File: src/rtl/history_ring_multi_reader_assert.svh
// Assertion macros shared by the history ring RTL.
`ifndef HISTORY_RING_MULTI_READER_ASSERT_SVH
`define HISTORY_RING_MULTI_READER_ASSERT_SVH

// Check that cons holds in the same cycle as ante.
`define HRMR_CHECK(lbl, ante, cons) \
   lbl: assert property (@(posedge clock) disable iff (reset) (ante) |-> (cons)) \
      else $error("hrmr check failed");

// Check that cons holds in the cycle after ante.
`define HRMR_CHECK_NEXT(lbl, ante, cons) \
   lbl: assert property (@(posedge clock) disable iff (reset) (ante) |=> (cons)) \
      else $error("hrmr check failed");

`endif

File: src/rtl/hrmr_ram.sv
// Single write port, single read port RAM with registered read data.
module hrmr_ram #(
   parameter int DEPTH = 60,
   parameter int WIDTH = 64,
   parameter int AW    = $clog2(DEPTH)
) (
   input  logic             clock,
   input  logic             wr_en,
   input  logic [AW-1:0]    wr_addr,
   input  logic [WIDTH-1:0] wr_data,
   input  logic             rd_en,
   input  logic [AW-1:0]    rd_addr,
   output logic [WIDTH-1:0] rd_data
);

   logic [WIDTH-1:0] mem [DEPTH];
   logic [WIDTH-1:0] rd_data_ff;

   // Write port
   always_ff @(posedge clock) begin
      if (wr_en) begin
         mem[wr_addr] <= wr_data;
      end
   end

   // Read port, data held until the next read
   always_ff @(posedge clock) begin
      if (rd_en) begin
         rd_data_ff <= mem[rd_addr];
      end
   end

   assign rd_data = rd_data_ff;

endmodule

File: config.mk
export PLATFORM = sky130hd
export DESIGN_NAME = hrmr_ram
export DESIGN_NICKNAME = d
export VERILOG_FILES = /design/src/rtl/history_ring_multi_reader_assert.svh /design/src/rtl/hrmr_ram.sv
export SDC_FILE = /design/constraint.sdc
export NUM_CORES = 2
export LEC_CHECK = 0
export BUFFER_PORTS_ARGS = -buffer_cell sky130_fd_sc_hd__buf_4
export CAP_MARGIN = 30
export CORE_MARGIN = 2
export CORE_UTILIZATION = 57
export DETAILED_ROUTE_END_ITERATION = 8
export PLACE_DENSITY = 0.76
export SLEW_MARGIN = 5
export SYNTH_ARGS = -nofsm -noshare
export SYNTH_HDL_FRONTEND = slang
export SYNTH_SLANG_ARGS = --single-unit
File: constraint.sdc
create_clock -name clock -period 6.7 [get_ports clock]
set_input_delay 1.34 -clock clock [delete_from_list [all_inputs] [get_ports clock]]
set_output_delay 1.34 -clock clock [all_outputs]
set_load 0.01 [all_outputs]
* After elaboration in Yosys (flattened, before gate mapping) *
Memories as Yosys holds them, arrays and structs flattened. A register that Yosys moved wholly into a read port is not among the register bits.
Index checks and enable logic that the tools add are counted.

cells by class
  bitwise gates (word level) = 0
  reduce and logical (&&, ||, !) cells = 0
  shift operators = 0
  multiplexer cells = 2
  add/sub/neg operators = 0
  $lt $le $gt $ge = 0
  multiply operators = 0
  div/mod/pow operators = 0
  equality and inequality tests = 0

operators with widths
  operator           number
  two-way mux 1 bit  2

word-level totals
  input bits = 79
  output and inout port bits = 64
  memories = 1
  latch bits = 0
  flip-flop bits (word level) = 0
  logic and storage cells = 3
  memory bits (writable) = 3840
  bits in read-only memories = 0

memories
  name  depth  bits a word  read ports  clocked after Yosys merged registers in  write ports  RTL line        RTL
  mem   60     64           1           1                                        1            hrmr_ram.sv:16  logic [WIDTH-1:0] mem [DEPTH];

* Longest topological paths before layout *
  depth after elaboration = 2
  gate-level depth with buffers = 10
  mapped depth without buffers = 5

* Worst setup path after synthesis *
Ideal clock, no wire load.

  path kind = input to register
  from = input port wr_addr[4]
  to = memory mem[32][0] (enable)
  required time = 6.136 ns
  arrival time = 6.165 ns
  stages on the path = 4
  setup time = 0.564 ns
  path slack = -0.029 ns
  path buffers = 1
  cell sequence = clkbuf_1 > nor2_1 > nand4b_1 > nor3_1

RTL lines
  element      RTL line        RTL
  from (decl)  hrmr_ram.sv:9   input logic [AW-1:0] wr_addr,
  to (decl)    hrmr_ram.sv:16

No word-level cell before the write port.

==> summary.md <==
| Metric | Value |
|---|---|
| CP Class | primary input to flop |
| Slew Limit Headroom | 28.4% |
| CP Max Fanout | 79 |
| Rows | 186 |
| Largest family of logic cells by synthesized area | multiplexers |
| Die Area | 263,000 um^2 |
| Final setup margin | 3.03 ns |
| H-tree depth | 5 |
| Total power | 50.4 mW |
| Worst min path class | flop to flop |
| Worst setup SP type | primary input |
| Worst-margin pin slew | between 1 and 1.5 ns |
| Postcts setup bufs | 0 |
| Mux cell area share after synthesis | between 10% and 20% |
| CTS tree | built |
| WP data required | 7.42 ns |
| Sequential area share after synthesis | around four fifths |
| Synth Instances | 6,208 |
| Total CTS buffers | 387 |
| Die Width | 513 um |
| Fill count | 15.5k |
| WP buf/inv | 3 |
| Violated checks | design-rule violations |
| ANT nets after route | 0 |
| Area contributors post-synth | edfxtp_1, mux4_2, mux2i_1, a22oi_1, a21oi_1 |
| Max Fclk | 272 MHz |
| Placed insts | roughly 9.6k |
| 1st-pass router iterations | 8 |
| Tcrit/Tclk final | 54.8% |
| Initial cell density of the core | a little under three fifths |
| GRT Overall Usage | 30.4% |
| Hold_buf cts | 0 |
| Most frequent cells after synthesis | edfxtp_1, mux4_2, mux2i_1 |
| Synth area leader | edfxtp_1 |
| Clock Latency Late Sink | 1.00 ns |
| Power Internal | 40.0 mW |
| Fin crit period | 3.67 ns |
| First-pass GRT wire length | 558,000 um |
| Top cell type's share of synthesized area | about 79% |
| Maxcap violations | 0 |
| Antenna violations before repair | 25 |
| Via Count | 73.0k |
| Mean post-synth cell area | 23.8 um^2 |
| Synth unique cells | 41 |
| Clock network power share | 41.5% |
| Smallest hold slack | 0.813 ns |
| Register share of total power | 53.9% |
| Final hold viol count | 0 |
| Yosys synthesis warning count | 0 |
| Critical path's slowest cell | mux4_2 |
| Primary FF master, synth | edfxtp_1 |
| CTS resizes | 0 |
| CTS Sinks | a little under 4k |
| Core area | roughly 260,000 um^2 |
| Area fraction in and, or, nand and nor cells after synthesis | less than 1% |
| Async set or reset register ratio after synthesis | 0% |
| Die height | 513 um |
| Post-route insts no fill | 10.3k |
| EDFF count, synth | approximately 4k |
| Vias in the first global route | 73.9k |
| P per Cell Area | 303 nW/um^2 |
| Pre-CTS setup slack | 2.09 ns |
| Cells along the critical path | buf_16 -> buf_12 -> buf_4 -> mux4_2 -> mux2i_1 -> o21ai_0 -> a31oi_1 -> nand3_1 |
| Routed wire per std cell | 38.6 um |
| Clock Tree Buf Depth | 4 |
| Xor/xnor share of the synthesized area | 0% |
| Final setup viols | 0 |
| Hpwl dp | 205,000 um |
| Routability congestion estimate | 0.798 |
| Slew Limit Fails | 0 |
| Largest net degree at the start of global routing | 127 |
| Multi-input logic area | 29,200 um^2 |
| Synth Area in Compound Gates | 2.37% |
| Lkg Pwr | 51.9 nW |
| DRC | 2 |
| Sw power | 10.5 mW |
| I/O pins | roughly 140 |
| Placed inst area | 154,000 um^2 |
| NumNets Final | 6,686 |
| Top-count cell post-synth | edfxtp_1 |
| Post-Syn Nets | 6,287 |
| Clock skew | ~0.06 ns |
| Status | complete, but fails checks |
| Adder-cell share of the synthesized area | 0% |
| Maximum VDD drop | 0.000271 V |
| Layout area overhead | 12.8% |
| Vias/cell | approximately 7.1 |
| Share of cells above drive strength 1 | 28.7% |
| Worst Path Arrival | 4.39 ns |
| Top Family by Delay on Critical Path | buffers and inverters |
| Seq. cell area | 117,000 um^2 |
| RSZ-0062 raised after global routing | no |
| Final setup TNS | 0 ns |
| Grt ovf | 0 |
| # port buffers | 142 |
| Post-Route WL | 398,000 um |
| Comb pwr share | around 4.5% |
| Fin area | about 170,000 um^2 |
| Clk root buf | clkbuf_16 |
| Largest stage delay on the critical path | 0.57 ns |
| Yosys reg bits | 3,904 |
| Initial DRC count | 11.6k |
| Core Util, Final | between 60% and 70% |
| Switch share | 20.7% |
| Synthesized area | 148,000 um^2 |
| Clock slew at reported path FFs | ~0.06 ns |
| Worst setup EP type | flop |
## state kept, by name (all words and copies together), names as in the netlist
signal,cells
rd_data,64
mem,3840
## metal layers
| layer | share of wire, % | up-vias | track usage [%] |
|---|---|---|---|
| met3 | 14 | 973 | 7.87 |
| met1 | 34 | 38500 | 41.5 |
| met5 | 0.037 | - | 0 |
| li1 | - | 27600 | - |
| met4 | 4.0 | 18 | 11.3 |
| met2 | 48 | 5908 | 47.9 |
## kinds of logic after synthesis
family / Yosys count
AOI/OAI and AO/OA: 526
buffers and inverters: 344
DFF: 3904
muxes: 1171
and+or+nand+nor: 263
## path summary, 6_finish.rpt
kind                         start               endpoint  slack, ns  cells after the start
max                     rd_addr[0]  rd_data[36]$_DFFE_PP_       3.03                      8
max reg2reg    mem[3][6]$_DFFE_PP_   rd_data[6]$_DFFE_PP_       4.51                      5
min reg2reg  mem[59][26]$_DFFE_PP_  rd_data[26]$_DFFE_PP_       0.81                      3
min          mem[59][26]$_DFFE_PP_  rd_data[26]$_DFFE_PP_       0.81                      3
## final cells by class
| cell class | instances | share of cell area (%) |
|---|---|---|
| diodes | 15 | 0.0226 |
| clock buffers | 471 | 6.08 |
| clock inverters | 203 | 1.14 |
| multi-input cells | 1960 | 17.5 |
| flip-flops and latches | 3904 | 70.4 |
| well taps | 3384 | 2.54 |
| repair buffers | 354 | 2.24 |
## power groups by stage
stage / logic (mW) / clock network, mW / registers (mW)
finish: 2.29 / 21.0 / 27.2
global route: 2.41 / 21.9 / 27.2
CTS: 2.28 / 21.1 / 27.2
detailed placement: 2.25 / 0 / 27.7
global placement: 2.19 / 0 / 27.7
floorplan: 1.28 / 0 / 27.7
## placed cells by master (no fill, tap or decap), types with 61 or more instances in the layout
| cell | synthesis | final |
|---|---|---|
| edfxtp_1 | 3904 | 3904 |
| mux4_2 | 978 | 978 |
| clkbuf_16 | 0 | 393 |
| buf_4 | 45 | 272 |
| mux2i_1 | 161 | 161 |
| a22oi_1 | 139 | 139 |
| a21oi_1 | 122 | 122 |
| nand2_1 | 85 | 84 |
| clkbuf_1 | 151 | 78 |
| clkinv_2 | 0 | 76 |
| buf_12 | 0 | 68 |
| clkinv_1 | 0 | 67 |
| nor2_4 | 0 | 61 |
## worst min-delay path: stages, from the launching register on
cell	delay (ns)
edfxtp_1	0.31
mux4_2	0.22
a21oi_1	0.06
o21ai_1	0.11
Note: power is estimated with default switching activity, not from simulation.
