<file path="config.mk">
export PLATFORM = sky130hd
export DESIGN_NAME = hrmr_ring_ctrl
export DESIGN_NICKNAME = d
export VERILOG_FILES = /design/src/rtl/history_ring_multi_reader_assert.svh /design/src/rtl/hrmr_pkg.sv /design/src/rtl/hrmr_ring_ctrl.sv
export SDC_FILE = /design/constraint.sdc
export NUM_CORES = 1
export LEC_CHECK = 0
export ABC_CLOCK_PERIOD_IN_PS = 2600
export BUFFER_PORTS_ARGS = -buffer_cell sky130_fd_sc_hd__buf_2
export CORE_MARGIN = 3
export CORE_UTILIZATION = 40
export DETAILED_ROUTE_END_ITERATION = 7
export GPL_TIMING_DRIVEN = 0
export HOLD_SLACK_MARGIN = 0.08
export SLEW_MARGIN = 15
export SYNTH_ARGS = -nofsm -noshare
export SYNTH_HDL_FRONTEND = slang
export SYNTH_SLANG_ARGS = --single-unit
</file>
<file path="constraint.sdc">
create_clock -name clock -period 2.6 [get_ports clock]
set_input_delay 0.39 -clock clock [delete_from_list [all_inputs] [get_ports clock]]
set_output_delay 0.39 -clock clock [all_outputs]
set_load 0.005 [all_outputs]
</file>
<file path="src/rtl/history_ring_multi_reader_assert.svh">
// Assertion macros shared by the history ring RTL.
`ifndef HISTORY_RING_MULTI_READER_ASSERT_SVH
`define HISTORY_RING_MULTI_READER_ASSERT_SVH

// Check that cons holds in the same cycle as ante.
`define HRMR_CHECK(lbl, ante, cons) \
   lbl: assert property (@(posedge clock) disable iff (reset) (ante) |-> (cons)) \
      else $error("hrmr check failed");

// Check that cons holds in the cycle after ante.
`define HRMR_CHECK_NEXT(lbl, ante, cons) \
   lbl: assert property (@(posedge clock) disable iff (reset) (ante) |=> (cons)) \
      else $error("hrmr check failed");

`endif

</file>
<file path="src/rtl/hrmr_pkg.sv">
// Shared constants and types for the history ring with reader slots.
package hrmr_pkg;

   localparam int HISTORY_DEPTH = 60;
   localparam int READER_SLOTS  = 5;
   localparam int WORD_WIDTH    = 64;

   localparam int PTR_W  = $clog2(HISTORY_DEPTH);
   localparam int CNT_W  = $clog2(HISTORY_DEPTH + 1);
   localparam int OP_W   = 2;
   localparam int ID_W   = 16;
   localparam int SLOT_W = 3;
   localparam int PAY_W  = 64;
   localparam int REM_W  = 6;
   localparam int RCNT_W = 3;

   localparam logic [OP_W-1:0] OP_RECORD = 2'd0;
   localparam logic [OP_W-1:0] OP_ATTACH = 2'd1;
   localparam logic [OP_W-1:0] OP_DETACH = 2'd2;
   localparam logic [OP_W-1:0] OP_FETCH  = 2'd3;

   // Operation handed to the slot table on a transfer.
   typedef struct packed {
      logic              accept;
      logic [OP_W-1:0]   opcode;
      logic [ID_W-1:0]   id;
      logic [SLOT_W-1:0] slot;
   } st_req_type;

   // Slot table answer plus ring memory controls.
   typedef struct packed {
      logic              success;
      logic [ID_W-1:0]   rid;
      logic [REM_W-1:0]  rem;
      logic              live;
      logic [RCNT_W-1:0] rcount;
      logic              pending;
      logic              rec_en;
      logic              rd_en;
      logic [PTR_W-1:0]  rd_addr;
   } st_rsp_type;

endpackage

</file>
<file path="src/rtl/hrmr_ring_ctrl.sv">
// Ring start and fill count with the append address.
module hrmr_ring_ctrl
   import hrmr_pkg::*;
(
   input  logic             clock,
   input  logic             reset,
   input  logic             rec_en,
   output logic [PTR_W-1:0] ring_start,
   output logic [CNT_W-1:0] ring_count,
   output logic [PTR_W-1:0] wr_addr
);

   localparam int SUM_W = CNT_W + 1;

   logic [PTR_W-1:0] start_ff, start_in;
   logic [CNT_W-1:0] count_ff, count_in;
   logic [SUM_W-1:0] pos_sum;

   // Wrap start + count back into the ring
   always_comb begin
      pos_sum = SUM_W'(start_ff) + SUM_W'(count_ff);
      if (pos_sum >= SUM_W'(HISTORY_DEPTH)) begin
         wr_addr = PTR_W'(pos_sum - SUM_W'(HISTORY_DEPTH));
      end else begin
         wr_addr = PTR_W'(pos_sum);
      end
   end

   // Grow until full, then drop the oldest word
   always_comb begin
      start_in = start_ff;
      count_in = count_ff;
      if (rec_en) begin
         if (count_ff < CNT_W'(HISTORY_DEPTH)) begin
            count_in = count_ff + CNT_W'(1);
         end else if (start_ff == PTR_W'(HISTORY_DEPTH - 1)) begin
            start_in = '0;
         end else begin
            start_in = start_ff + PTR_W'(1);
         end
      end
   end

   always_ff @(posedge clock) begin
      if (reset) begin
         start_ff <= '0;
         count_ff <= '0;
      end else begin
         start_ff <= start_in;
         count_ff <= count_in;
      end
   end

   assign ring_start = start_ff;
   assign ring_count = count_ff;

endmodule

</file>
# Word level (Yosys, flattened, before mapping)
# Index checks and enable logic that the tools add are counted.
# totals
ff_bits	12
input_bits	3
word_cells	14
# classes
n_addsub	4
n_lt_le_gt_ge	2
muxes	2
bitwise_logic	1
eq_ne	1
reduce_logical	2
# op_table
op	n
adder 6 x 1 -> 6 bit (second input constant)	2
two-way mux 6 bit	2
adder 6 x 6 -> 7 bit	1
greater-or-equal comparator 7 x 6 -> 1 bit (second input constant)	1
== test 6 bit (second input constant)	1
< comparator 6 bit (second input constant)	1
subtractor 6 bit (second input constant)	1
AND reduction 2 bit	2
inverter 1 bit	1

# Longest topological paths before layout
# logic_depth
word_depth	3
mapped_depth	10
ltp_nobuf	10

# Worst setup path before layout
# Ideal clock, no wire load.
# synth_path
kind	reg2out
start	reg count_ff[0], in the netlist ring_count[0]
end	out wr_addr[3]
path_buffers	0
arrival_ns	2.432
stages_incl_launch_ff	11
slack_ns	-0.222
cell_sequence	dfxtp_1 ha_1 inv_1 fa_1 xnor2_1 ha_1 nand2_1 nor2_1 a31oi_1 o31ai_2 mux2_4
# synth_via
elab_chain_cells	3
elab_cells_between_ends	4
# synth_lines
item	line	source
from (decl)	hrmr_ring_ctrl.sv:16	logic [CNT_W-1:0] count_ff, count_in;
from (signal assigned)	hrmr_ring_ctrl.sv:50	count_ff <= count_in;
adder 6 x 6 -> 7 bit *	hrmr_ring_ctrl.sv:21	pos_sum = SUM_W'(start_ff) + SUM_W'(count_ff);
subtractor 6 bit / greater-or-equal comparator 7 x 6 -> 1 bit (equally long branches)	hrmr_ring_ctrl.sv:23, hrmr_ring_ctrl.sv:22	
two-way mux 6 bit *	hrmr_ring_ctrl.sv:22	if (pos_sum >= SUM_W'(HISTORY_DEPTH)) begin
to (decl)	hrmr_ring_ctrl.sv:10	output logic [PTR_W-1:0] wr_addr
# Every way passes the cells marked *; elsewhere a longest branch is shown, timed or not.

# Worst setup path in the final report
# layout_path
start	reg start_ff[0], in the netlist ring_start[0]
end	out wr_addr[3]
# layout_via
elab_chain_cells	3
elab_cells_between_ends	4
# layout_lines
item	line	source
from (decl)	hrmr_ring_ctrl.sv:15	logic [PTR_W-1:0] start_ff, start_in;
from (signal assigned)	hrmr_ring_ctrl.sv:49	start_ff <= start_in;
adder 6 x 6 -> 7 bit *	hrmr_ring_ctrl.sv:21	
subtractor 6 bit / greater-or-equal comparator 7 x 6 -> 1 bit (equally long branches)	hrmr_ring_ctrl.sv:23, hrmr_ring_ctrl.sv:22	
two-way mux 6 bit *	hrmr_ring_ctrl.sv:22	
# Marked as above.

==> reports/metrics.cfg <==
[hold_path]
min_path_type=in -> reg
hold_end=ring_count[2]$_SDFFE_PP0P_
hold_start=reset
holdPathStages=2

[pwr]
p_int_uw=291.3
max-vdd-ir-drop_mv=0.3145
p_sw_uw=96.65
p_comb_share_pct=11.5
switching_share_pct=24.91
power_frac_clock_pct=39.8
power_frac_seq_pct=48.7
power_density_nw_per_um2=270.1
total_power_uw=387.9
p_leak_uw=0.0006397

[timing]
slew_viol_final=0
fin_tns_setup_ns=-1.197
rsz0062_at_grt=true
finalHoldViolations=0
worst_slack_ns=-0.4496
fin_crit_sh_pct=117.3
worst_slew_margin_rel_pct=65.69
setup_viol=3
clock_skew_ns=0.001869
period_needed_ns=3.050
fmax_mhz=327.9
worst_pin_slew_ns=0.5112

[drt]
drtPass1Iterations=4
via_per_inst=5.441
vias=974
routed_wl_mm=2.612
route.met3.wl_um=118
wl_met2_mm=1.245
drc_errors=0
wl_per_cell_um=14.59
highest_layer=met4
initialDrtViolationCount=20
wl_met1_mm=1.222
final_antenna_net_count=0

[floorplan]
pin_count=21
fp.dieH_um=54.66
core_area_um2=2102
row_count=16
die_w_um=54.66
die_area_um2=2988
initial_core_util_pct=45.06

[setup_path]
cp-end-kind=primary output
worst_ep_arrival_time_ns=2.66
worst_r2r_endpoint=ring_start[0]$_SDFFE_PP0P_
crit_required_ns=2.21
worstSetupStartpointType=register
reg2reg_slack_ns=0.95
worstPathMaxFanout=3
crit_type=reg -> out
r2r_start=ring_count[3]$_SDFFE_PP0P_
r2r_cells=5

[cts]
root_buffer=clkbuf_4
clkLatencyLatePin_ns=0.28
cts_made_buffers=3
cts_tree=done
cts_buffer_depth=2
htree_num_levels=1
cts.sinks=12
cts_hold_buf=0
cts.clk_slew.worst_paths_ns=0.08

[run_status]
failed_checks=negative setup slack
run_status=finished with violations

[placement]
place_area_um2=1111
portBuffers=19
dp_hpwl_mm=1.626
place.gp.congestion=0.7033

[synthesis]
synth_cells=116
synth_area_um2=947.2
yosysSeqAreaShare_pct=25.36
synthDistinctLibCells=36
syn-num-nets=129
synth-seq-cells=12
avgSynthCellArea_um2=8.165
ys_warn_count=0

[job]
maxCapViolCount=0

[layout]
regArea_um2=260.3
nNetsFinal=166
antenna_cells=0
fillers=166
area_growth_pct=51.65
drive_above_1_share_pct=46.05
multiInputGateArea_um2=865.8
fin_area_um2=1436

[grt]
antenna_found_initial=0
grt_pass1_wl_mm=4.098
grt_max_degree=10
grt_pass1_vias=903
gr-usage-all-layers_pct=19.29
gr-total-overflow=0

## what timing repair did
action                     4_1_cts  5_1_grt
setup endpoints to repair        4        4
resized for setup               24       11
setup buffers                    9        5
pin swaps                       14        7
gates cloned                     0        0
## cells in the mapped netlist
| library cell | number | area (µm²) |
|---|---|---|
| o31ai_2 | 1 | 12.51 |
| nand4b_1 | 1 | 8.760 |
| ha_1 | 9 | 112.6 |
| or2_1 | 1 | 6.260 |
| a2111oi_1 | 1 | 10.01 |
| o21a_1 | 3 | 22.52 |
| nand3_1 | 4 | 20.02 |
| xnor2_1 | 4 | 35.03 |
| o21ai_0 | 2 | 10.01 |
| nor2b_1 | 1 | 6.260 |
| and2b_1 | 1 | 7.510 |
| fa_1 | 1 | 20.02 |
| clkbuf_1 | 2 | 7.510 |
| dfxtp_1 | 12 | 240.2 |
| o221ai_1 | 1 | 8.760 |
| xor2_1 | 8 | 70.07 |
| mux2i_1 | 3 | 30.03 |
| nor3_1 | 1 | 5.000 |
| a2111oi_0 | 1 | 8.760 |
| nand2b_1 | 1 | 6.260 |
| o31ai_1 | 1 | 7.510 |
| and3_1 | 2 | 12.51 |
| nor2_2 | 1 | 6.260 |
| a311oi_1 | 2 | 17.52 |
| and2_1 | 1 | 6.260 |
| a211o_1 | 1 | 8.760 |
| inv_1 | 7 | 26.28 |
| mux2_4 | 1 | 15.01 |
| a21o_2 | 2 | 17.52 |
| nor2_1 | 14 | 52.55 |
| a21oi_1 | 6 | 30.03 |
| a31oi_1 | 1 | 6.260 |
| a21o_1 | 1 | 7.510 |
| o21a_2 | 1 | 8.760 |
| nand2_1 | 12 | 45.04 |
| nand4_1 | 5 | 31.28 |
## area by class of cell
cell class / count / area share [%]
multi-input cells: 95 / 60.28
flip-flops and latches: 12 / 18.12
repair buffers: 33 / 14.63
clock buffers: 4 / 2.526
well taps: 27 / 2.352
inverters: 7 / 1.829
plain buffers: 1 / 0.2613
## state kept, by name, summed over array words and instances (netlist names)
register	count
ring_start	6
ring_count	6
## power by group through the flow
stage | combinational [µW] | sequential (µW) | clock, µW
finish | 44.5 | 189 | 154
floorplan | 18.2 | 197 | 0
global placement | 28.5 | 198 | 0
CTS | 39.0 | 189 | 156
global route | 50.5 | 190 | 166
detailed placement | 28.7 | 198 | 0
## critical path, cell delays in order, from the launching register on
cell and delay [ns]:
dfxtp_4 0.37, ha_4 0.16, buf_4 0.13, a211o_1 0.31, nand2_2 0.14, and2_4 0.17
ha_4 0.14, nand2_4 0.05, nor2_4 0.12, a31oi_4 0.05, o31ai_4 0.30, mux2_4 0.33
buf_6 0.11
## worst max path at each step
| stage | start | to | slack [ns] | cells after the start |
|---|---|---|---|---|
| floorplan | ring_count[0]$_SDFFE_PP0P_ | wr_addr[3] | 0.02 | 10 |
| global placement | ring_start[1]$_SDFFE_PP0P_ | wr_addr[3] | -0.27 | 11 |
| detailed placement | ring_count[0]$_SDFFE_PP0P_ | wr_addr[3] | -0.29 | 11 |
| CTS | ring_start[0]$_SDFFE_PP0P_ | wr_addr[3] | -0.48 | 12 |
| global route | ring_start[0]$_SDFFE_PP0P_ | wr_addr[3] | -0.53 | 12 |
| finish | ring_start[0]$_SDFFE_PP0P_ | wr_addr[3] | -0.45 | 12 |
## cells in the final DEF, fill, tap and decap left out, types with 2 or more instances in the layout
| cell type | netlist | routed |
|---|---|---|
| and3_1 | 2 | 2 |
| clkbuf_4 | 0 | 3 |
| xnor2_4 | 0 | 2 |
| nand4_1 | 5 | 5 |
| dfxtp_1 | 12 | 6 |
| inv_1 | 7 | 6 |
| ha_1 | 9 | 5 |
| xor2_1 | 8 | 8 |
| dfxtp_4 | 0 | 5 |
| nand2_1 | 12 | 10 |
| nand3_1 | 4 | 4 |
| buf_2 | 0 | 18 |
| xnor2_1 | 4 | 2 |
| ha_4 | 0 | 4 |
| nor2_1 | 14 | 13 |
| buf_6 | 0 | 2 |
| a21oi_1 | 6 | 4 |
| buf_4 | 0 | 13 |
| a21oi_2 | 0 | 2 |
| o21a_1 | 3 | 3 |
| mux2i_1 | 3 | 2 |
## cell families after synthesis
logic type,synth area share (%)
AO/OA/AOI/OAI,18.63
buffers and inverters,3.568
AND/OR/NAND/NOR,22.59
adder cells (fa/ha/maj),14.00
multiplexers,4.755
XOR/XNOR,11.10
flip-flops,25.36
## through the flow
step	worst slack, ns	hold slack [ns]	utilization (%)	std cells
after global placement	-0.2658	0.4912	52.86	162
after detailed placement	-0.2904	0.4905	52.86	162
final	-0.4496	0.4646	68.33	179
after floorplan	0.02095	0.4735	-	116
after CTS	-0.4769	0.4555	63.81	175
after global routing	-0.5320	0.4852	68.33	179
## routing by layer
layer  vias up  global-route usage, %
met5         -                      0
met1       451                  23.94
met2        26                  31.30
li1        493                      -
met3         4                  5.722
met4         0                  6.639
No activity file was read; power rests on OpenSTA's default activity.
