==> config.mk <==
export PLATFORM = sky130hd
export DESIGN_NAME = hrmr_slot_table
export DESIGN_NICKNAME = d
export VERILOG_FILES = /design/src/rtl/hrmr_pkg.sv /design/src/rtl/hrmr_slot_table.sv
export VERILOG_INCLUDE_DIRS = /design/src /design/src/rtl
export SDC_FILE = /design/constraint.sdc
export NUM_CORES = 1
export LEC_CHECK = 0
export BUFFER_PORTS_ARGS = -buffer_cell sky130_fd_sc_hd__buf_4
export CAP_MARGIN = 20
export CORE_ASPECT_RATIO = 1.5
export CORE_MARGIN = 2
export CORE_UTILIZATION = 55
export DETAILED_ROUTE_END_ITERATION = 12
export PLACE_DENSITY = 0.74
export SYNTH_ARGS = -nofsm -noshare
export SYNTH_HDL_FRONTEND = slang
export SYNTH_SLANG_ARGS = --single-unit
==> constraint.sdc <==
create_clock -name clock -period 10.1 [get_ports clock]
set_clock_uncertainty 0.15 [all_clocks]
set_input_delay 2.02 -clock clock [delete_from_list [all_inputs] [get_ports clock]]
set_output_delay 2.02 -clock clock [all_outputs]
set_load 0.05 [all_outputs]
==> src/rtl/history_ring_multi_reader_assert.svh <==
// Assertion macros shared by the history ring RTL.
`ifndef HISTORY_RING_MULTI_READER_ASSERT_SVH
`define HISTORY_RING_MULTI_READER_ASSERT_SVH

// Check that cons holds in the same cycle as ante.
`define HRMR_CHECK(lbl, ante, cons) \
   lbl: assert property (@(posedge clock) disable iff (reset) (ante) |-> (cons)) \
      else $error("hrmr check failed");

// Check that cons holds in the cycle after ante.
`define HRMR_CHECK_NEXT(lbl, ante, cons) \
   lbl: assert property (@(posedge clock) disable iff (reset) (ante) |=> (cons)) \
      else $error("hrmr check failed");

`endif

==> src/rtl/hrmr_pkg.sv <==
// Shared constants and types for the history ring with reader slots.
package hrmr_pkg;

   localparam int HISTORY_DEPTH = 60;
   localparam int READER_SLOTS  = 5;
   localparam int WORD_WIDTH    = 64;

   localparam int PTR_W  = $clog2(HISTORY_DEPTH);
   localparam int CNT_W  = $clog2(HISTORY_DEPTH + 1);
   localparam int OP_W   = 2;
   localparam int ID_W   = 16;
   localparam int SLOT_W = 3;
   localparam int PAY_W  = 64;
   localparam int REM_W  = 6;
   localparam int RCNT_W = 3;

   localparam logic [OP_W-1:0] OP_RECORD = 2'd0;
   localparam logic [OP_W-1:0] OP_ATTACH = 2'd1;
   localparam logic [OP_W-1:0] OP_DETACH = 2'd2;
   localparam logic [OP_W-1:0] OP_FETCH  = 2'd3;

   // Operation handed to the slot table on a transfer.
   typedef struct packed {
      logic              accept;
      logic [OP_W-1:0]   opcode;
      logic [ID_W-1:0]   id;
      logic [SLOT_W-1:0] slot;
   } st_req_type;

   // Slot table answer plus ring memory controls.
   typedef struct packed {
      logic              success;
      logic [ID_W-1:0]   rid;
      logic [REM_W-1:0]  rem;
      logic              live;
      logic [RCNT_W-1:0] rcount;
      logic              pending;
      logic              rec_en;
      logic              rd_en;
      logic [PTR_W-1:0]  rd_addr;
   } st_rsp_type;

endpackage

==> src/rtl/hrmr_slot_table.sv <==
// Reader slot table: attach, detach, fetch cursors and record gating.
`include "history_ring_multi_reader_assert.svh"

module hrmr_slot_table
   import hrmr_pkg::*;
(
   input  logic             clock,
   input  logic             reset,
   input  st_req_type       req,
   input  logic [PTR_W-1:0] ring_start,
   input  logic [CNT_W-1:0] ring_count,
   output st_rsp_type       rsp
);

   logic [READER_SLOTS-1:0] valid_ff, valid_in;
   logic [ID_W-1:0]         reader_ff [READER_SLOTS];
   logic [ID_W-1:0]         reader_in [READER_SLOTS];
   logic [PTR_W-1:0]        cursor_ff [READER_SLOTS];
   logic [PTR_W-1:0]        cursor_in [READER_SLOTS];
   logic [CNT_W-1:0]        remain_ff [READER_SLOTS];
   logic [CNT_W-1:0]        remain_in [READER_SLOTS];
   logic [READER_SLOTS-1:0] id_hit;
   logic                    pending_now;

   // Match the id and look for unfinished replay
   always_comb begin
      pending_now = 1'b0;
      for (int i = 0; i < READER_SLOTS; i++) begin
         id_hit[i] = valid_ff[i] && (reader_ff[i] == req.id);
         if (valid_ff[i] && (remain_ff[i] != '0)) begin
            pending_now = 1'b1;
         end
      end
   end

   // Apply one operation to the table
   always_comb begin
      logic found;
      found     = 1'b0;
      valid_in  = valid_ff;
      reader_in = reader_ff;
      cursor_in = cursor_ff;
      remain_in = remain_ff;
      rsp       = '0;
      if (req.accept) begin
         case (req.opcode)
            OP_RECORD: begin
               rsp.success = !pending_now;
               rsp.rec_en  = !pending_now;
            end
            OP_ATTACH: begin
               if (id_hit != '0) begin
                  rsp.success = 1'b1;
               end else begin
                  for (int i = 0; i < READER_SLOTS; i++) begin
                     if (!found && !valid_ff[i]) begin
                        found        = 1'b1;
                        valid_in[i]  = 1'b1;
                        reader_in[i] = req.id;
                        cursor_in[i] = ring_start;
                        remain_in[i] = ring_count;
                     end
                  end
                  rsp.success = found;
               end
            end
            OP_DETACH: begin
               for (int i = 0; i < READER_SLOTS; i++) begin
                  if (id_hit[i]) begin
                     valid_in[i]  = 1'b0;
                     cursor_in[i] = '0;
                     remain_in[i] = '0;
                  end
               end
               rsp.success = 1'b1;
            end
            OP_FETCH: begin
               for (int i = 0; i < READER_SLOTS; i++) begin
                  if ((int'(req.slot) == i) && valid_ff[i]) begin
                     rsp.rid = reader_ff[i];
                     if (remain_ff[i] != '0) begin
                        rsp.success  = 1'b1;
                        rsp.rd_en    = 1'b1;
                        rsp.rd_addr  = cursor_ff[i];
                        remain_in[i] = remain_ff[i] - CNT_W'(1);
                        if (cursor_ff[i] == PTR_W'(HISTORY_DEPTH - 1)) begin
                           cursor_in[i] = '0;
                        end else begin
                           cursor_in[i] = cursor_ff[i] + PTR_W'(1);
                        end
                     end
                     rsp.rem  = REM_W'(remain_in[i]);
                     rsp.live = (remain_in[i] == '0);
                  end
               end
            end
            default: begin
               rsp.success = 1'b0;
            end
         endcase
      end
      // Summaries after this step
      for (int i = 0; i < READER_SLOTS; i++) begin
         rsp.rcount = rsp.rcount + RCNT_W'(valid_in[i]);
         if (valid_in[i] && (remain_in[i] != '0)) begin
            rsp.pending = 1'b1;
         end
      end
   end

   // Control state of each slot
   always_ff @(posedge clock) begin
      if (reset) begin
         valid_ff <= '0;
         for (int i = 0; i < READER_SLOTS; i++) begin
            cursor_ff[i] <= '0;
            remain_ff[i] <= '0;
         end
      end else begin
         valid_ff  <= valid_in;
         cursor_ff <= cursor_in;
         remain_ff <= remain_in;
      end
   end

   // Reader ids carry no reset
   always_ff @(posedge clock) begin
      reader_ff <= reader_in;
   end

   `HRMR_CHECK(no_record_during_replay,
      req.accept && (req.opcode == OP_RECORD) && pending_now, !rsp.rec_en)
   `HRMR_CHECK_NEXT(count_tracks_valid, req.accept,
      $countones(valid_ff) == int'($past(rsp.rcount)))
   `HRMR_CHECK(fetch_addr_in_ring, rsp.rd_en, rsp.rd_addr < PTR_W'(HISTORY_DEPTH))

endmodule

### Yosys cells after proc, flatten, opt, wreduce, memory -nomap -nowiden

Index checks and enable logic that the tools add are counted.

| operators by class | value |
|---|---|
| add/subtract/negate cells | 14 |
| bitwise gates (word level) | 2 |
| equality and inequality tests | 38 |
| mux-type cells | 135 |
| reduce and logical (&&, ||, !) cells | 62 |

Operators with widths:

| operator | number |
|---|---|
| two-way mux 6 bit | 60 |
| two-way mux 24 bit | 8 |
| one-hot mux 30 bit (3 select lines) | 2 |
| two-way mux 7 bit | 13 |
| two-way mux 30 bit | 3 |
| equality test 16 bit | 5 |
| nonzero test 6 bit | 10 |
| two-way mux 1 bit | 43 |
| != test 2 bit (second input constant) | 21 |
| AND reduction 7 bit | 5 |
| adder 6 x 1 -> 6 bit (second input constant) | 5 |
| equality test 6 bit (second input constant) | 5 |
| logical NOT 6 bit | 5 |
| subtractor 6 x 1 -> 6 bit (second input constant) | 5 |
| logical AND 1 bit | 24 |
| two-way mux 23 bit | 1 |
| AND reduction 4 bit | 5 |
| two-way mux 5 bit | 2 |
| one-hot mux 5 bit (2 select lines) | 1 |
| equality test 3 bit (second input constant) | 3 |
| logical NOT 1 bit | 9 |
| two-way mux 8 bit | 1 |
| adder 3 x 1 -> 3 bit | 2 |
| nonzero test 5 bit | 1 |
| 10 further kinds | 12 |

| storage, ports and cells | value |
|---|---|
| output and inout bits | 36 |
| logic and storage cells | 267 |
| register bits | 145 |
| input port bits | 36 |

### Logic depth before layout (Yosys ltp)

| depth | value |
|---|---|
| depth after elaboration | 37 |
| mapped depth | 14 |
| depth with buffers taken out | 12 |

### Worst setup path before layout

OpenSTA, ideal clock, no wires.

| timing path | value |
|---|---|
| kind | in2out |
| start point | input port req[4] (netlist bit) |
| end point | output port rsp[10] (netlist bit) |
| arrival | 5.234 ns |
| setup slack | 2.696 ns |
| cell stages on the path | 12 |
| path through | buf_4 xnor2_1 nand4_1 nor4_1 a222oi_1 nand3_1 nor3_1 o21ai_0 fa_1 inv_1 fa_1 ha_1 |

RTL lines:

| item | RTL line | text |
|---|---|---|
| start, declared | hrmr_slot_table.sv:9 | `input st_req_type req,` |
| end, declared | hrmr_slot_table.sv:12 | `output st_rsp_type rsp` |

==> summary.md <==
| Metric | Value |
|---|---|
| Leakage Power | `3.698 nW` |
| Worst-case setup slack after placement | `between 2000 and 2500 ps` |
| Setup-failing EPs final | `0` |
| Worst setup SP type | `input port` |
| Starting DRT DRC Count | `~1200` |
| Wire length of the first global-routing pass | `between 40 and 50 mm` |
| CTS tree | `yes` |
| Clock buffer count from CTS | `17` |
| Crit path time final | `between 8000 and 9000 ps` |
| Crit Path Max Fanout | `10` |
| Library cell occupying the most area in the post-synthesis netlist | `sky130_fd_sc_hd__edfxtp_1` |
| Average footprint of a synthesized cell | `8.531 sq um` |
| Net count of the finished layout | `1225` |
| Floorplan die area | `roughly 19000 sq um` |
| Slew margin rel. | `a little over a quarter` |
| Estimated wirelength of the detail-placed design | `about 23 mm` |
| Register-to-Register Setup Slack | `6270 ps` |
| Number of buffers on the longest clock path | `2` |
| Via count | `between 9000 and 10000` |
| Congestion Overflow GR | `0` |
| Via count of the first global-routing pass | `around 9000` |
| Hold WS | `approximately 350 ps` |
| Terminus of the critical flop-to-flop path | `cursor_ff[2]` |
| Maximum level of the CTS H-tree | `4` |
| Main area contributors after synthesis | `sky130_fd_sc_hd__edfxtp_1 25%, sky130_fd_sc_hd__dfxtp_1 13%, sky130_fd_sc_hd__xnor2_1 8.3%` |
| Post-Route WL | `about 33 mm` |
| Drt wl/cell | `roughly 23 microns` |
| Count of final hold-check violations | `0` |
| Status | `finished clean` |
| Capturing instance or port of the critical path | `rsp[9]` |
| Slew of the pin with the lowest slew margin | `1085 ps` |
| CP cell instances | `buf_4, xnor2_1, nand4_1, nor4_1, a222oi_1, buf_4, nand3_1, nor3_1, o21ai_0, fa_1, inv_1, fa_1, buf_4` |
| Cell repeated most along the worst path | `sky130_fd_sc_hd__buf_4` |
| Cell Rows | `59` |
| Top-level port count | `slightly above 70` |
| Number of buffers added to fix hold violations after cts | `0` |
| Clock transition at path regs | `70 ps` |
| Number of pins exceeding their max-slew limit in the final report | `0` |
| Port-buffer cells | `a little over 70` |
| GRT Resource Usage Total | `34.22%` |
| Synth top area share | `between 20% and 30%` |
| Die Y | `around 170 microns` |
| Max frequency | `between 0.1 and 0.15 GHz` |
| Buffers inserted during post-CTS setup optimization | `0` |
| Sequential share of the synthesized area | `a little under two fifths` |
| Weighted congestion at the end of routability-driven global placement | `just under 1` |
| Max-cap violations | `0` |
| Slowest stage cell on the critical path | `sky130_fd_sc_hd__nor4_1` |
| Insertion delay to the later sink of the worst-skew pair | `between 400 and 500 ps` |
| Most frequent cells after synthesis | `100 x sky130_fd_sc_hd__o21ai_0, 94 x sky130_fd_sc_hd__nor2_1, 93 x sky130_fd_sc_hd__nand2_1, 93 x sky130_fd_sc_hd__xnor2_1, 82 x sky130_fd_sc_hd__a21oi_1` |
| DRC violations left | `0` |
| Number of antenna violations at the first check in global routing | `1` |
| Power, Total | `1.453 mW` |
| Category of the critical setup timing path | `input port to primary output` |
| Floorplan Core Area | `17350 sq um` |
| Largest stage delay on the critical path | `~900 ps` |
| Critical Path AT | `roughly 6000 ps` |
| Critical path startpoint | `req[4]` |
| Synthesized instance count | `roughly 1100` |
| Number of vias per cell after detailed routing | `approximately 6.8` |
| Pin count of the biggest net entering global routing | `between 50 and 60` |
| Number of enable-type register cells in the synthesized netlist | `80` |
| Worst R2R Path Depth | `10` |
| Most frequent cell after synthesis | `sky130_fd_sc_hd__o21ai_0` |
| Die span in x | `around 110 microns` |
| Class of the tightest hold or removal check | `flip-flop to flip-flop` |
| Power per cell area | `approximately 130 nW/um^2` |
| Final worst setup slack | `just under 2000 ps` |
| RR Startpoint | `reader_ff[33]` |
| Ys flop type | `sky130_fd_sc_hd__edfxtp_1` |
| Synthesized area | `between 9000 and 10000 sq um` |
| Starting density of the core | `a little under three fifths` |
| Remaining antenna violation count | `0` |
| Kind of end point of the critical path | `primary output` |
| Peak supply drop | `between 0.00015 and 0.0002 V` |
| # resized after CTS | `0` |
| Proportion of layout cells with a drive suffix above 1 | `between 10% and 20%` |
| Unrepaired setup endpoints after global routing | `no` |
| Portion of the clock cycle consumed by the worst path in the final layout | `between 80% and 90%` |
| Synthesis-to-layout area growth | `12.27%` |
| Setup total negative slack | `0 ps` |
| First drt pass iteration count | `12` |
| Antenna diodes | `0` |
| Post-synthesis async set-or-reset flop share | `0%` |
| Count of warnings emitted by yosys | `0` |
| Root buffer cell | `sky130_fd_sc_hd__clkbuf_16` |
| Number of clock sinks seen by CTS | `approximately 150` |
| Yosys cell types | `75` |
| Syn Nets | `1200` |
| Register bit total from synthesis | `roughly 150` |
| CP Data Required Time | `just under 8000 ps` |
| Fraction of the core area covered by cells at the end of the flow | `between 60% and 70%` |
[metal layers]
layer	part of all wire [%]	track usage (%)
met2	47	54.83
met1	36	40.95
met3	9.1	6.877
met5	0	0
met4	7.6	23.81
[per-stage QoR]
step,std cells,area [sq um]
floorplan,1145,9768
global placement,1364,10360
detailed placement,1364,10360
CTS,1396,10970
global route,1396,10970
finish,1396,10970
[layout by cell type, fill, tap and decap left out, types with 4 or more instances in the layout]
cell,instances
sky130_fd_sc_hd__edfxtp_1,80
sky130_fd_sc_hd__and3_1,10
sky130_fd_sc_hd__a21oi_1,82
sky130_fd_sc_hd__nor3_1,42
sky130_fd_sc_hd__buf_4,90
sky130_fd_sc_hd__nor2_1,94
sky130_fd_sc_hd__o21ai_0,100
sky130_fd_sc_hd__nand4_1,23
sky130_fd_sc_hd__xor2_1,4
sky130_fd_sc_hd__inv_1,28
sky130_fd_sc_hd__mux2i_1,12
sky130_fd_sc_hd__o31a_1,4
sky130_fd_sc_hd__clkbuf_16,17
sky130_fd_sc_hd__inv_8,6
sky130_fd_sc_hd__nor2b_1,12
sky130_fd_sc_hd__a222oi_1,17
sky130_fd_sc_hd__nor4_1,15
sky130_fd_sc_hd__nand2b_1,12
sky130_fd_sc_hd__and2_1,19
sky130_fd_sc_hd__or2_2,4
sky130_fd_sc_hd__mux2_2,4
sky130_fd_sc_hd__nand2_1,93
sky130_fd_sc_hd__a31oi_1,22
sky130_fd_sc_hd__or3_1,6
sky130_fd_sc_hd__a41oi_1,5
sky130_fd_sc_hd__nand3b_1,8
sky130_fd_sc_hd__a211oi_1,10
sky130_fd_sc_hd__a22oi_1,43
sky130_fd_sc_hd__a211o_1,4
sky130_fd_sc_hd__o22ai_1,8
sky130_fd_sc_hd__dfxtp_1,65
sky130_fd_sc_hd__nand3_1,26
sky130_fd_sc_hd__a221oi_1,6
sky130_fd_sc_hd__ha_1,17
sky130_fd_sc_hd__o21a_1,4
sky130_fd_sc_hd__xnor2_1,93
sky130_fd_sc_hd__nor3b_1,7
sky130_fd_sc_hd__o211ai_1,12
sky130_fd_sc_hd__o31ai_1,10
[how the worst min path moves through the flow]
stage,from,to,slack (ps),cells after the start
4_1_cts,cursor_ff[28],cursor_ff[28],360,2
3_3_place_gp,cursor_ff[29],cursor_ff[29],330,2
5_1_grt,cursor_ff[11],cursor_ff[11],380,2
2_1_floorplan,cursor_ff[28],cursor_ff[28],310,2
3_5_place_dp,cursor_ff[28],cursor_ff[28],350,2
6_report,cursor_ff[28],cursor_ff[28],350,2
[sequential cells by signal, indices dropped and copies added (netlist names)]
name and flops:
valid_ff 5, cursor_ff 30, remain_ff 30, reader_ff 80
[worst max-delay path, delay by kind of cell]
family | cells | cell delay, ps
adders and majority gates | 2 | 940
and+or+nand+nor | 4 | 1480
buffers and inverters | 4 | 700
AOI/OAI and AO/OA | 2 | 620
xor gates and xnor gates | 1 | 230
[where the power goes]
group | internal [mW] | switching, mW
logic | 0.0554 | 0.106
registers | 0.631 | 0.0117
clock network | 0.336 | 0.313
[area by class of cell]
class | count | area (sq um)
well taps | 213 | 266.5
fillers | 1519 | 6381
inverters | 29 | 108.9
multi-input cells | 887 | 5610
repair buffers | 90 | 675.6
clock buffers | 17 | 425.4
clock inverters | 15 | 176.4
flip-flops and latches | 145 | 3704
[logic make-up (layout without fill, tap and decap cells)]
group / Yosys count / count (layout) / synth area share (%)
XOR/XNOR: 97 / 97 / 8.697
multiplexers: 16 / 16 / 1.691
flip-flops: 145 / 145 / 37.91
adder cells (fa/ha/maj): 19 / 19 / 2.587
AND/OR/NAND/NOR: 388 / 388 / 19.73
AO/OA/AOI/OAI: 367 / 367 / 24.41
buffers and inverters: 113 / 151 / 4.970
Power figures use the tool's default switching activity.
